<file path="src/rtl/gfpb_pkg.sv">
package gfpb_pkg;

   localparam int CFG_BITS    = 16;
   localparam int POS_BITS    = CFG_BITS + 1;
   localparam int KEY_BITS    = 9;
   localparam int INDEX_BITS  = 8;
   localparam int RGB_BITS    = 24;
   localparam int ADDR_BITS   = 32;
   localparam int PROD_BITS   = POS_BITS + CFG_BITS;
   localparam int QUEUE_DEPTH = 4;
   localparam int QPTR_BITS   = 2;
   localparam int QCNT_BITS   = 3;

   localparam logic [KEY_BITS-1:0] KEY_NONE = 9'd256;

   typedef enum logic {
      OP_LOAD  = 1'b0,
      OP_PIXEL = 1'b1
   } op_type;

   typedef enum logic [2:0] {
      REG_CANVAS_WIDTH  = 3'd0,
      REG_CANVAS_HEIGHT = 3'd1,
      REG_FRAME_LEFT    = 3'd2,
      REG_FRAME_TOP     = 3'd3,
      REG_FRAME_WIDTH   = 3'd4,
      REG_FRAME_HEIGHT  = 3'd5,
      REG_INTERLACED    = 3'd6,
      REG_TRANSP_KEY    = 3'd7
   } reg_index_type;

   typedef struct packed {
      logic [CFG_BITS-1:0] canvas_width;
      logic [CFG_BITS-1:0] canvas_height;
      logic [CFG_BITS-1:0] frame_left;
      logic [CFG_BITS-1:0] frame_top;
      logic [CFG_BITS-1:0] frame_width;
      logic [CFG_BITS-1:0] frame_height;
      logic                interlaced;
      logic [KEY_BITS-1:0] transparent_key;
   } cfg_type;

   typedef struct packed {
      op_type                op;
      logic                  write;
      logic                  frame_end;
      logic [INDEX_BITS-1:0] index;
      logic [RGB_BITS-1:0]   rgb;
      logic [POS_BITS-1:0]   x;
      logic [POS_BITS-1:0]   y;
   } entry_type;

   typedef struct packed {
      logic       found;
      logic [1:0] pass;
   } pass_sel_type;

   function automatic logic [3:0] pass_start(input logic [1:0] p);
      logic [3:0] r;
      case (p)
         2'd0:    r = 4'd0;
         2'd1:    r = 4'd4;
         2'd2:    r = 4'd2;
         default: r = 4'd1;
      endcase
      return r;
   endfunction

   function automatic logic [3:0] pass_step(input logic [1:0] p);
      logic [3:0] r;
      case (p)
         2'd0:    r = 4'd8;
         2'd1:    r = 4'd8;
         2'd2:    r = 4'd4;
         default: r = 4'd2;
      endcase
      return r;
   endfunction

   // first later pass whose start row lies inside the frame
   function automatic pass_sel_type next_pass(input logic [1:0] cur,
                                              input logic [CFG_BITS-1:0] height);
      pass_sel_type r;
      r.found = 1'b0;
      r.pass  = 2'd0;
      for (int p = 3; p >= 1; p--) begin
         if (2'(p) > cur && CFG_BITS'(pass_start(2'(p))) < height) begin
            r.found = 1'b1;
            r.pass  = 2'(p);
         end
      end
      return r;
   endfunction

endpackage

</file>
<file path="src/rtl/gfpb_queue.sv">
module gfpb_queue (
   input  logic                 clock,
   input  logic                 reset,
   input  logic                 push,
   input  gfpb_pkg::entry_type  push_data,
   output logic                 full,
   input  logic                 pop,
   output gfpb_pkg::entry_type  head,
   output logic                 empty
);

   gfpb_pkg::entry_type slot_ff [gfpb_pkg::QUEUE_DEPTH];

   logic [gfpb_pkg::QPTR_BITS-1:0] wr_ptr_ff, wr_ptr_in, rd_ptr_ff, rd_ptr_in;
   logic [gfpb_pkg::QCNT_BITS-1:0] count_ff, count_in;
   logic                           do_push, do_pop;

   always_comb begin
      full    = count_ff == gfpb_pkg::QCNT_BITS'(gfpb_pkg::QUEUE_DEPTH);
      empty   = count_ff == '0;
      do_push = push && !full;
      do_pop  = pop && !empty;
      head    = slot_ff[rd_ptr_ff];
      wr_ptr_in = do_push ? wr_ptr_ff + 1'b1 : wr_ptr_ff;
      rd_ptr_in = do_pop ? rd_ptr_ff + 1'b1 : rd_ptr_ff;
      count_in  = count_ff;
      if (do_push && !do_pop) begin
         count_in = count_ff + 1'b1;
      end else if (do_pop && !do_push) begin
         count_in = count_ff - 1'b1;
      end
   end

   always_ff @(posedge clock) begin
      if (reset) begin
         wr_ptr_ff <= '0;
         rd_ptr_ff <= '0;
         count_ff  <= '0;
      end else begin
         wr_ptr_ff <= wr_ptr_in;
         rd_ptr_ff <= rd_ptr_in;
         count_ff  <= count_in;
      end
   end

   always_ff @(posedge clock) begin
      if (do_push) begin
         slot_ff[wr_ptr_ff] <= push_data;
      end
   end

endmodule

</file>
<file path="config.mk">
export PLATFORM = sky130hd
export DESIGN_NAME = gfpb_queue
export DESIGN_NICKNAME = d
export VERILOG_FILES = /design/src/rtl/gfpb_pkg.sv /design/src/rtl/gfpb_queue.sv
export SDC_FILE = /design/constraint.sdc
export NUM_CORES = 1
export LEC_CHECK = 0
export ABC_AREA = 1
export BUFFER_PORTS_ARGS = -buffer_cell sky130_fd_sc_hd__clkbuf_2
export CAP_MARGIN = 10
export CELL_PAD_IN_SITES_DETAIL_PLACEMENT = 0
export CELL_PAD_IN_SITES_GLOBAL_PLACEMENT = 1
export CORE_MARGIN = 1
export CORE_UTILIZATION = 43
export CTS_CLUSTER_DIAMETER = 50
export DETAILED_ROUTE_END_ITERATION = 10
export MAX_ROUTING_LAYER = met4
export PLACE_DENSITY_LB_ADDON = 0.1
export SYNTH_ARGS = -nofsm -noshare
export SYNTH_HDL_FRONTEND = slang
export SYNTH_SLANG_ARGS = --single-unit
</file>
<file path="constraint.sdc">
create_clock -name clock -period 4 [get_ports clock]
set_clock_uncertainty 0.2 [all_clocks]
set_input_delay 0.6 -clock clock [delete_from_list [all_inputs] [get_ports clock]]
set_output_delay 0.6 -clock clock [all_outputs]
set_load 0.01 [all_outputs]
</file>
# After elaboration in Yosys (flattened, before gate mapping)
# Memories as Yosys holds them, arrays and structs flattened. A register that Yosys moved wholly into a read port is not among the register bits.
# Index checks and enable logic that the tools add are counted.
# W data, S select, Z words.
# classes
n_addsub,4
eq_ne,1
mux,6
n_reduce_logical,10
# ops
op,count
$mux W3,2
$add A2 B1 Y2 const B,2
$logic_and A1 B1 Y1,4
$logic_not A1 Y1,4
$mux W2,2
$add A3 B1 Y3 const B,1
$eq A3 B3 Y1 const B,1
$logic_not A3 Y1,1
$sub A3 B1 Y3 const B,1
$mux W1,2
$reduce_bool A2 Y1,1
# word_totals
register_bits,7
ram_bits,276
inputBits,73
output_inout_bits,71
word_cells,25
mem_count,1
# mem_list
name,words,word_bits,rd,rd_clocked_by_memory_dff,write_ports,line,rtl
slot_ff,4,69,1,1,1,gfpb_queue.sv:12,gfpb_pkg::entry_type slot_ff [gfpb_pkg::QUEUE_DEPTH];

# Logic depth before layout (Yosys ltp)
# logic_depth
ltp_word,7
depth_mapped,13
mapped_depth_nobuf,13

# Worst setup path after synthesis
# No wires, ideal clock.
# synth_path
path_type,in2reg
startpoint,input push
endpoint,memory slot_ff[0][0] in the netlist's numbering (enable)
setup_time_ns,0.496
arrival_time_ns,3.593
required_time_ns,3.304
setup_slack_ns,-0.290
path_stages,2
path_buffers,0
path_cell_list,nand2_1 nor2_1
# synth_via
elab_chain_cells,3
# synth_rtl
item,line,rtl
from (decl),gfpb_queue.sv:4,"input logic push,"
$logic_and A1 B1 Y1,gfpb_queue.sv:21,do_push = push && !full;
$mux W1,gfpb_queue.sv:47,if (do_push) begin
$mux W1 (implied by the code),gfpb_queue.sv:48,slot_ff[wr_ptr_ff] <= push_data;
to (decl),gfpb_queue.sv:12,
# Every way passes these cells.

==> parameters.txt <==
Parameter                              Value

Die
  Number of top-level design ports ... 144
  Num rows ... 57
  Placeable core area ... 24400 um^2
  Overall die width ... 160 um
  Starting density of the core ... 0.440
  Area of the die ... around 26000 um^2
  Die Height ... roughly 160 um

CTS
  Resized cells post-CTS ... 0
  Number of hold buffers added after cts ... 0
  H-tree Lvls ... 2
  Root Buffer Master ... sky130_fd_sc_hd__clkbuf_16
  # Post-CTS Setup Buffers ... 0
  Num CTS Buffers ... 35
  Total number of clock tree sinks ... 285
  CTS clock-pin slew for the worst setup and hold paths ... roughly 0.060 ns
  Buffers from clock root to sink, at most ... 3
  CTS tree ... built
  Clock insertion delay at the later pin of the skew report ... 0.50 ns

Power and ir drop
  Comb power frac ... 0.217
  Power density over the cells ... 673 nW/um^2
  Maximum VDD drop ... approximately 430 uV
  Switching power ... 2.50 mW
  Net Sw Frac ... 0.289
  Internal power of the cells ... 6.15 mW
  Share of power burned in registers ... 0.433
  Total power after layout ... ~8.7 mW
  Static leakage power ... 4.57 nW
  Proportion of power drawn by the clock network ... 0.350

Drt
  Number of DRC violations after detailed-routing iteration 0 ... just over 400
  DRT antenna net count ... 0
  Total number of vias ... 6440
  Router iterations before antenna repair ... 5
  Routed WL per cell ... 18.8 um
  Routed wire length ... 23.2 mm
  Via-per-instance ratio ... approximately 5.2
  Number of remaining DRC errors ... 0

Synth
  Post-synthesis cell area ... 10700 um^2
  Gate Count Post-Synth ... 737
  Syn avg cell area ... 14.6 um^2
  Synthesized flop and latch total ... 285
  Post-synth cell types ... 22
  Total number of yosys warnings ... 0
  Share of synthesized area occupied by flip-flops and latches ... 0.790
  Net count after synthesis ... 816

STA
  Final clock period utilization by the worst path ... 0.883
  Setup tns final ... 0 ns
  Setup slack of the critical path after layout ... 0.468 ns
  Slew Viols, Final ... 0
  Endpoints failing hold ... 0
  Worst-Margin Slew ... 1.04 ns
  Final-report setup violation count ... 0
  Slew HR ... 0.305
  Worst hold margin ... 0.118 ns
  Setup repair after global routing missed its margin ... no
  Timing-limited maximum frequency ... between 200 and 300 MHz
  Final critical-path required period ... 3.53 ns

Placed design
  DP HPWL ... 12.1 mm
  Setup Slack @ Placement ... 0.947 ns
  Total placed cells including tap cells ... 1169
  Global placer's final weighted congestion ... 0.711
  Port bufs ... 143

Setup path
  Crit Path Class ... register to primary output
  Worst-path maximum fanout ... 100
  Critical path data required time ... around 3.2 ns
  Worst reg2reg path startpoint ... count_ff[0]
  Minimum setup slack among reg-to-reg paths ... 1.56 ns
  Sort of element at the start of the critical path ... register
  Crit path arrival time ... 2.73 ns
  Capture point of the worst reg-to-reg path ... count_ff[2]
  Critical path endpoint category ... primary output
  Last element of the critical path ... head[39]
  Slowest-stage cell, CP ... sky130_fd_sc_hd__buf_4
  Register-to-Register Path Depth ... 13
  Cells along the critical path ... buf_4 -> o21ai_0 -> o22ai_1 -> clkbuf_2
  Highest cell delay on the worst timing path ... 0.87 ns

Global routing
  Global-route wire length before repair ... 36.5 mm
  GRT Overall Usage ... 0.191
  Via count of the first global-routing pass ... 6585
  Number of antenna violations at the first check in global routing ... 2
  Global-route congestion overflow total ... 0
  Maximum number of pins on one net before global-route repair ... 101

Layout
  NumNets Final ... 961
  Leading cell type in the layout, fill and taps excluded ... sky130_fd_sc_hd__edfxtp_1
  Filler Cell Count ... roughly 2100
  Fraction of final layout cells sized beyond drive strength 1 ... 0.232
  Most used cells in the layout excluding fill and tap cells ... sky130_fd_sc_hd__edfxtp_1 (276), sky130_fd_sc_hd__nor2_1 (148), sky130_fd_sc_hd__clkbuf_2 (143)
  Non-filler cells in the finished layout ... around 1200
  Area growth from synthesis to layout ... 19.8%

Flow run
  MaxCap Viol Count ... 0

Min path
  Startpoint of the worst hold path ... push_data[55]
  Hold WC Path Type ... primary input to register

Outcome
  Run status ... finished clean
==> Yosys cell counts (all sizes together) <==
cell type / n / area share
a21oi: 3 / 0.0014
buf: 27 / 0.022
clkbuf: 17 / 0.0063
dfxtp: 9 / 0.017
edfxtp: 276 / 0.77
fa: 1 / 0.0019
ha: 5 / 0.0058
inv: 18 / 0.0065
nand2: 15 / 0.0052
nand3: 4 / 0.0019
nand3b: 1 / 0.00070
nor2: 152 / 0.053
o21ai: 139 / 0.065
o22ai: 69 / 0.040
xor2: 1 / 0.00082
==> cell type report <==
type | instances | area, um^2 | area share
flip-flops and latches | 285 | 8470 | 0.659
multi-input cells | 390 | 1920 | 0.149
clock buffers | 48 | 977 | 0.0760
repair buffers | 152 | 846 | 0.0658
well taps | 324 | 405 | 0.0315
clock inverters | 15 | 155 | 0.0121
inverters | 18 | 70.1 | 0.00545
diodes | 2 | 5.00 | 0.000389
==> how the worst min path moves through the flow <==
stage	end	slack (ns)	cells after the start
2_1_floorplan	register	0.26	2
3_3_place_gp	register	0.29	2
3_5_place_dp	register	0.31	2
4_1_cts	slot_ff[1][0]	0.1	1
5_1_grt	slot_ff[2][56]	0.11	1
6_report	slot_ff[0][55]	0.12	1
==> registers in the layout (all words and copies together), names as in the netlist, named ones only <==
signal and cells:
slot_ff 276, count_ff 3, rd_ptr_ff 2, wr_ptr_ff 2
==> power by group through the flow <==
stage | registers (mW) | clock network (mW) | logic, mW
after floorplan | 3.78 | 0 | 1.23
after global placement | 3.80 | 0 | 1.89
after detailed placement | 3.81 | 0 | 1.92
after CTS | 3.75 | 3.10 | 1.92
after global routing | 3.78 | 3.23 | 2.08
final | 3.75 | 3.03 | 1.87
==> stage by stage <==
stage                util  cell area, um^2
finish              0.527            12800
global route        0.527            12800
CTS                 0.527            12800
detailed placement  0.480            11700
global placement    0.480            11700
floorplan               -            10700
==> routing by layer <==
| layer | part of all wire | vias up | global-route usage |
|---|---|---|---|
| li1 | - | 3064 | - |
| met1 | 0.44 | 3180 | 0.243 |
| met2 | 0.49 | 162 | 0.312 |
| met3 | 0.056 | 34 | 0.0387 |
| met4 | 0.018 | 0 | 0.0532 |
| met5 | 0 | - | - |
==> worst max-delay path: cells and delay by family, from the launching register on <==
family / cells / cell delay (ns)
buf+inv: 2 / 1.06
compound gates: 2 / 0.53
flops: 1 / 0.61
==> cells by family (layout without fill, tap and decap cells) <==
logic type               Yosys count  count (layout)  share of synthesized area
buffers and inverters             62             233                     0.0344
XOR/XNOR                           1               1                   0.000817
flip-flops                       285             285                      0.790
other                              0               2                          0
AO/OA/AOI/OAI                    211             211                      0.107
adder cells (fa/ha/maj)            6               6                    0.00770
AND/OR/NAND/NOR                  172             172                     0.0610
No activity file was read; power rests on OpenSTA's default activity.
