==> src/rtl/gfpb_pkg.sv <==
package gfpb_pkg;

   localparam int CFG_BITS    = 16;
   localparam int POS_BITS    = CFG_BITS + 1;
   localparam int KEY_BITS    = 9;
   localparam int INDEX_BITS  = 8;
   localparam int RGB_BITS    = 24;
   localparam int ADDR_BITS   = 32;
   localparam int PROD_BITS   = POS_BITS + CFG_BITS;
   localparam int QUEUE_DEPTH = 4;
   localparam int QPTR_BITS   = 2;
   localparam int QCNT_BITS   = 3;

   localparam logic [KEY_BITS-1:0] KEY_NONE = 9'd256;

   typedef enum logic {
      OP_LOAD  = 1'b0,
      OP_PIXEL = 1'b1
   } op_type;

   typedef enum logic [2:0] {
      REG_CANVAS_WIDTH  = 3'd0,
      REG_CANVAS_HEIGHT = 3'd1,
      REG_FRAME_LEFT    = 3'd2,
      REG_FRAME_TOP     = 3'd3,
      REG_FRAME_WIDTH   = 3'd4,
      REG_FRAME_HEIGHT  = 3'd5,
      REG_INTERLACED    = 3'd6,
      REG_TRANSP_KEY    = 3'd7
   } reg_index_type;

   typedef struct packed {
      logic [CFG_BITS-1:0] canvas_width;
      logic [CFG_BITS-1:0] canvas_height;
      logic [CFG_BITS-1:0] frame_left;
      logic [CFG_BITS-1:0] frame_top;
      logic [CFG_BITS-1:0] frame_width;
      logic [CFG_BITS-1:0] frame_height;
      logic                interlaced;
      logic [KEY_BITS-1:0] transparent_key;
   } cfg_type;

   typedef struct packed {
      op_type                op;
      logic                  write;
      logic                  frame_end;
      logic [INDEX_BITS-1:0] index;
      logic [RGB_BITS-1:0]   rgb;
      logic [POS_BITS-1:0]   x;
      logic [POS_BITS-1:0]   y;
   } entry_type;

   typedef struct packed {
      logic       found;
      logic [1:0] pass;
   } pass_sel_type;

   function automatic logic [3:0] pass_start(input logic [1:0] p);
      logic [3:0] r;
      case (p)
         2'd0:    r = 4'd0;
         2'd1:    r = 4'd4;
         2'd2:    r = 4'd2;
         default: r = 4'd1;
      endcase
      return r;
   endfunction

   function automatic logic [3:0] pass_step(input logic [1:0] p);
      logic [3:0] r;
      case (p)
         2'd0:    r = 4'd8;
         2'd1:    r = 4'd8;
         2'd2:    r = 4'd4;
         default: r = 4'd2;
      endcase
      return r;
   endfunction

   // first later pass whose start row lies inside the frame
   function automatic pass_sel_type next_pass(input logic [1:0] cur,
                                              input logic [CFG_BITS-1:0] height);
      pass_sel_type r;
      r.found = 1'b0;
      r.pass  = 2'd0;
      for (int p = 3; p >= 1; p--) begin
         if (2'(p) > cur && CFG_BITS'(pass_start(2'(p))) < height) begin
            r.found = 1'b1;
            r.pass  = 2'(p);
         end
      end
      return r;
   endfunction

endpackage

==> src/rtl/gfpb_front.sv <==
module gfpb_front #(
   parameter int COORD_BITS = 16
) (
   input  logic                 clock,
   input  logic                 reset,
   input  gfpb_pkg::cfg_type    cfg,
   input  logic                 accept,
   input  gfpb_pkg::op_type     op,
   input  logic [7:0]           color_index,
   input  logic [23:0]          rgb,
   output gfpb_pkg::entry_type  entry
);

   logic [COORD_BITS-1:0] column_ff, column_in;
   logic [COORD_BITS-1:0] row_ff, row_in;
   logic [1:0]            pass_ff, pass_in;

   logic [gfpb_pkg::POS_BITS-1:0] x, y, col_inc, row_inc, step;
   logic                          row_end, more_rows, frame_end, write;
   gfpb_pkg::pass_sel_type        nxt;

   always_comb begin
      x = {1'b0, cfg.frame_left} + gfpb_pkg::POS_BITS'(column_ff);
      y = {1'b0, cfg.frame_top} + gfpb_pkg::POS_BITS'(row_ff);
      write = (x < {1'b0, cfg.canvas_width}) && (y < {1'b0, cfg.canvas_height})
              && ({1'b0, color_index} != cfg.transparent_key);
      col_inc = gfpb_pkg::POS_BITS'(column_ff) + 1'b1;
      row_end = !(col_inc < {1'b0, cfg.frame_width});
      step = cfg.interlaced ? gfpb_pkg::POS_BITS'(gfpb_pkg::pass_step(pass_ff))
                            : gfpb_pkg::POS_BITS'(1);
      row_inc = gfpb_pkg::POS_BITS'(row_ff) + step;
      more_rows = row_inc < {1'b0, cfg.frame_height};
      nxt = gfpb_pkg::next_pass(pass_ff, cfg.frame_height);
      frame_end = row_end && !more_rows && !(cfg.interlaced && nxt.found);

      column_in = column_ff;
      row_in    = row_ff;
      pass_in   = pass_ff;
      if (accept && op == gfpb_pkg::OP_PIXEL) begin
         if (!row_end) begin
            column_in = col_inc[COORD_BITS-1:0];
         end else begin
            column_in = '0;
            if (more_rows) begin
               row_in = row_inc[COORD_BITS-1:0];
            end else if (cfg.interlaced && nxt.found) begin
               pass_in = nxt.pass;
               row_in  = COORD_BITS'(gfpb_pkg::pass_start(nxt.pass));
            end else begin
               row_in  = '0;
               pass_in = 2'd0;
            end
         end
      end

      entry.op        = op;
      entry.write     = write;
      entry.frame_end = (op == gfpb_pkg::OP_PIXEL) && frame_end;
      entry.index     = color_index;
      entry.rgb       = rgb;
      entry.x         = x;
      entry.y         = y;
   end

   always_ff @(posedge clock) begin
      if (reset) begin
         column_ff <= '0;
         row_ff    <= '0;
         pass_ff   <= 2'd0;
      end else begin
         column_ff <= column_in;
         row_ff    <= row_in;
         pass_ff   <= pass_in;
      end
   end

endmodule

==> config.mk <==
export PLATFORM = sky130hd
export DESIGN_NAME = gfpb_front
export DESIGN_NICKNAME = d
export VERILOG_FILES = /design/src/rtl/gfpb_pkg.sv /design/src/rtl/gfpb_front.sv
export SDC_FILE = /design/constraint.sdc
export NUM_CORES = 1
export LEC_CHECK = 0
export BUFFER_PORTS_ARGS = -buffer_cell sky130_fd_sc_hd__clkbuf_2
export CORE_MARGIN = 2
export CORE_UTILIZATION = 40
export DETAILED_ROUTE_END_ITERATION = 8
export PLACE_DENSITY = 0.69
export SLEW_MARGIN = 10
export SYNTH_ARGS = -nofsm -noshare
export SYNTH_HDL_FRONTEND = slang
export SYNTH_SLANG_ARGS = --single-unit
export TNS_END_PERCENT = 1
==> constraint.sdc <==
create_clock -name clock -period 4.45 [get_ports clock]
set_input_delay 0.6675 -clock clock [delete_from_list [all_inputs] [get_ports clock]]
set_output_delay 0.6675 -clock clock [all_outputs]
set_load 0.005 [all_outputs]
* Yosys cells after proc, flatten, opt, wreduce, memory -nomap -nowiden
Index checks and enable logic that the tools add are counted.
** Word-level totals
- Flip-flop bits (word level) :: 34
- Latch bits :: 0
- Memory bits (writable) :: 0
- Memory bits (read-only) :: 0
- Input port bits :: 142
- Output and inout bits :: 69
- Word-level logic and storage cells :: 52
- Memories :: 0
** Operators by class
- Add/sub/neg operators :: 4
- Multiply operators :: 0
- Div/mod/pow operators :: 0
- Magnitude comparators :: 10
- Eq/ne operators :: 5
- Shift-type cells :: 0
- Mux-type cells :: 10
- Bitwise operators :: 2
- Reductions and logical operators :: 18
** Operators with widths (number)
- < comparator 17 x 16 -> 1 bit :: 4
- adder 16 x 16 -> 17 bit :: 2
- two-way mux 16 bit :: 2
- adder 16 x 1 -> 17 bit (second input constant) :: 1
- adder 16 x 4 -> 17 bit :: 1
- < comparator 1 x 16 -> 1 bit (first input constant) :: 1
- < comparator 2 x 16 -> 1 bit (first input constant) :: 1
- < comparator 3 x 16 -> 1 bit (first input constant) :: 1
- logical AND 1 bit :: 10
- two-way mux 3 bit :: 3
- != test 8 x 9 -> 1 bit :: 1
- case mux 3 bit (3 select lines) :: 1
- two-way mux 4 bit :: 2
- case mux 4 bit (2 select lines) :: 1
- == test 2 x 1 -> 1 bit (second input constant) :: 2
- == test 2 bit (second input constant) :: 2
- greater-than comparator 2 bit (first input constant) :: 2
- zero test 2 bit :: 2
- zero test 1 bit :: 3
- AND reduction 3 bit :: 1
- greater-than comparator 1 x 2 -> 1 bit (first input constant) :: 1
- two-way mux 2 bit :: 1
- inverter 1 bit :: 2
- AND reduction 2 bit :: 1
- OR reduction 2 bit :: 1

* Depth between registers and ports, before layout
- Depth in word-level cells :: 10
- Mapped depth :: 17
- Mapped depth without buffers :: 16

* Worst setup path before layout
No wires, ideal clock.
- Path kind :: input port to output port
- Start :: input cfg[9] (netlist bit)
- End :: output entry[66] (netlist bit)
- Data arrival time :: 3.700 ns
- Required time :: 3.783 ns
- Slack :: 0.082 ns
- Cell stages on the path :: 17
- Buffers on the path :: 1
- Cell sequence :: inv_1 -> ha_1 -> inv_1 -> fa_1 -> nand2b_1 -> a211oi_1 -> nand3_1 -> nor2_1 -> xor2_1 -> ha_1 -> a21oi_1 -> nor2b_1 -> a311oi_1 -> buf_2 -> inv_1 -> nor2_1 -> nor3_1
** RTL lines
- start: declaration :: RTL line gfpb_front.sv:6 : input gfpb_pkg::cfg_type cfg,
- end: declaration :: RTL line gfpb_front.sv:11 : output gfpb_pkg::entry_type entry

==> impl_metrics.py <==
metrics = {
    "power_and_ir_drop": {
        "powerDensity_mw_per_mm2": 147.7,
        "power.leakage_nw": 3.792,
        "vdd_drop_max_mv": 0.1252,
        "finalPower_w": 0.001093,
    },
    "routing": {
        "initialDrtViolationCount": 236,
        "num_vias": 6135,
        "dr.pass1.iters": 5,
        "routedWlPerCell_um": 14.66,
        "wirelength_um": 16630,
        "viasPerCell": 5.410,
        "postRouteAntennaNets": 0,
        "drc": 0,
    },
    "timing": {
        "rsz0062_at_grt": "yes",
        "final_max_slew_viol_count": 0,
        "fin_skew_ns": 0.01235,
        "slew_headroom_pct": 49.13,
        "setup_ws_ns": -0.03934,
        "hold_viol": 0,
        "fmax_mhz": 222.8,
        "tightest_slew_ns": 0.7631,
        "fin_crit_sh_pct": 100.9,
        "setup_viol": 1,
        "post-route-min-period_ns": 4.489,
    },
    "logic_synthesis": {
        "syn_inst": 771,
        "ys_types": 66,
        "synth_ff_type": "dfxtp_1",
        "async_flop_share_pct": 0,
        "ys_seq_elements": 34,
        "synth_edf_count": 0,
        "synthesis.nets": 1013,
        "yosysWarnings": 0,
        "syn_area_sq_mm": 0.005786,
        "seq_area_frac_synth_pct": 11.76,
        "syn_avg_cell_area_sq_um": 7.504,
    },
    "placement": {
        "dpl.hpwl_um": 13450,
        "gp_congestion": 0.9297,
        "numPortBuffers": 162,
        "dp.cells": 1113,
    },
    "floorplanning": {
        "boundaryPins": 211,
        "core_sq_mm": 0.01399,
        "initial_core_util_pct": 41.36,
        "die_height_um": 124.3,
        "num_rows": 43,
        "die_x_um": 124.3,
        "die_area_sq_mm": 0.01544,
    },
    "critical_path": {
        "crit_chain": "buf_6 -> ha_4 -> inv_2 -> fa_2 -> nor2b_2 -> o31a_1 -> o21ai_2 -> nor2b_1 -> nor2_1 -> xnor2_1 -> ha_1 -> a21o_1 -> a211oi_2 -> o31ai_2 -> a211oi_2 -> o21ai_2 -> nor4_2 -> buf_2",
        "startpoint": "cfg[42]",
        "crit_family": "compound AO/OA/AOI/OAI gates",
        "arrival_ns": 3.82,
        "worst_setup_path_end_kind": "primary output",
        "critical_path_class": "in -> out",
        "crit_slowest_cell": "fa_2",
        "cp_max_fo": 3,
        "reg2reg_from": "column_ff[0]$_SDFFE_PP0P_",
        "slowest_delay_ns": 0.39,
        "crit_buf_inv": 3,
        "start_kind": "input pin",
        "required_ns": 3.78,
    },
    "global_route": {
        "track_usage_pct": 20.06,
        "grt_pass1_vias": 5583,
        "grt_max_degree": 35,
        "grt_antenna_before_repair": 0,
        "grt_overflow": 0,
        "grt_pass1_wl_um": 26320,
    },
    "final_layout": {
        "drive_gt1_share_pct": 30.50,
        "fin_nets": 1195,
        "antenna_cells": 0,
        "finalNonFillerCells": 1134,
        "area_growth_pct": 27.94,
    },
    "clocking": {
        "htree_levels": 2,
        "cts_tree": "yes",
        "root_buffer": "clkbuf_16",
        "cts_hold_buf": 0,
        "clk_latency_ns": 0.28,
        "clockBufferDepth": 2,
        "path_clk_slew_ns": 0.06,
        "cts_buffers": 5,
        "cts_sinks": 34,
    },
    "outcome": {
        "status": "finished with violations",
        "violations": "negative setup slack",
    },
    "worst_hold_path": {
        "hold_class": "reg -> reg",
        "hp-start": "row_ff[3]$_SDFFE_PP0P_",
    },
    "run": {
        "maxCapViolCount": 0,
    },
}
[synthesized netlist by cell type (11+ instances only)]
cell,count,area (sq um)
dfxtp_1,34,680.7
xor2_1,15,131.4
a21oi_1,55,275.3
and3_1,11,68.82
ha_1,97,1214
nand4_1,15,93.84
o21ai_0,37,185.2
a21o_1,17,127.6
a211oi_1,13,97.59
buf_4,34,255.2
nor2_1,45,168.9
nand3_1,33,165.2
nor2b_1,14,87.58
inv_1,93,349.1
xnor2_1,41,359.1
nand2_1,46,172.7
[flip-flops by register name (all words and copies together) (netlist names)]
register / count
column_ff: 16
row_ff: 16
pass_ff: 2
[worst paths after layout]
kind                                                 to  slack [ns]  depth (start not counted)
worst min-delay path             row_ff[3]$_SDFFE_PP0P_        0.53                          2
worst max-delay path                          entry[67]       -0.04                         18
worst max register to register  pass_ff[1]$_SDFFE_PP0P_        0.43                         16
worst min register to register   row_ff[3]$_SDFFE_PP0P_        0.53                          2
[kinds of logic after synthesis]
| group | synth area share [%] |
|---|---|
| buffers and inverters | 11.38 |
| XOR/XNOR | 8.478 |
| flip-flops | 11.76 |
| AND/OR/NAND/NOR | 20.78 |
| multiplexers | 1.233 |
| AO/OA/AOI/OAI | 24.35 |
| adder cells (fa/ha/maj) | 22.02 |
[power breakdown]
| part | switching, W | internal [W] | leakage (nW) |
|---|---|---|---|
| Sequential | 0.00000111 | 0.000305 | 0.275 |
| Combinational | 0.000168 | 0.000156 | 3.42 |
| Clock | 0.000141 | 0.000322 | 0.0940 |
[final cells by class]
| class | count | area [sq um] |
|---|---|---|
| Inverter | 93 | 349.1 |
| Multi-Input combinational cell | 597 | 4676 |
| Fill cell | 1357 | 6586 |
| Tap cell | 180 | 225.2 |
| Sequential cell | 34 | 684.4 |
| Clock buffer | 5 | 125.1 |
| Clock inverter | 3 | 68.82 |
| Timing Repair Buffer | 222 | 1274 |
[per-layer routing]
layer,vias to the layer above,part of all wire [%],track usage (%)
met5,-,0,0
met3,21,4.7,2.491
li1,3147,-,-
met2,175,47,34.20
met4,0,1.3,5.089
met1,2792,47,26.84
[cells in the final DEF (no fill, tap or decap), drive strengths merged, types with 5 or more instances in the layout]
cell    netlist  final
nand2b       10     10
inv          93     93
nor2         46     46
nor2b        14     14
clkbuf        7    164
nand4        16     16
nand3        34     34
dfxtp        34     34
and4          7      7
or3           6      6
o21ai        40     40
o211ai        7      7
a211oi       14     14
o21a         10     10
o31a          6      6
buf          40     63
xor2         15     15
a21o         17     17
a31oi         5      5
nor4          8      8
a21oi        55     55
o21bai        7      7
mux2i         6      6
nor3          7      7
o32ai         6      6
ha           97     97
a211o         5      5
nand2        46     46
xnor2        41     41
and3         11     11
o31ai         7      7
[worst register-to-register path, cell delays in order, from the launching register on]
cell and delay [ns]:
dfxtp_1 0.36, buf_4 0.16, ha_1 0.26, nand3_1 0.23
nor3_2 0.28, and3_1 0.27, and3_1 0.25, xor2_1 0.09
ha_1 0.34, nand4_1 0.08, and3_1 0.19, o21ai_1 0.27
a211oi_2 0.12, buf_4 0.23, a211oi_1 0.28, buf_4 0.17
mux2_2 0.32
[what timing repair did]
action                     in CTS  in global routing
pin swaps                       3                 44
resized for setup               8                 58
setup endpoints to repair       2                  2
buffers inserted                0                 13
[per-stage QoR]
stage | setup TNS, ns | setup WS, ns | cell area, sq um | hold slack, ns | utilization, %
finish | -0.03934 | -0.03934 | 7402 | 0.5276 | 52.92
global route | -0.2500 | -0.2260 | 7402 | 0.5637 | 52.92
CTS | -0.03399 | -0.03399 | 7083 | 0.5329 | 50.64
detailed placement | -0.4394 | -0.3408 | 6865 | 0.5249 | 49.08
global placement | -0.2148 | -0.2148 | 6865 | 0.5198 | 49.08
floorplan | 0 | 0.08227 | 5786 | 0.4756 | -
Note: power is estimated with default switching activity, not from simulation.
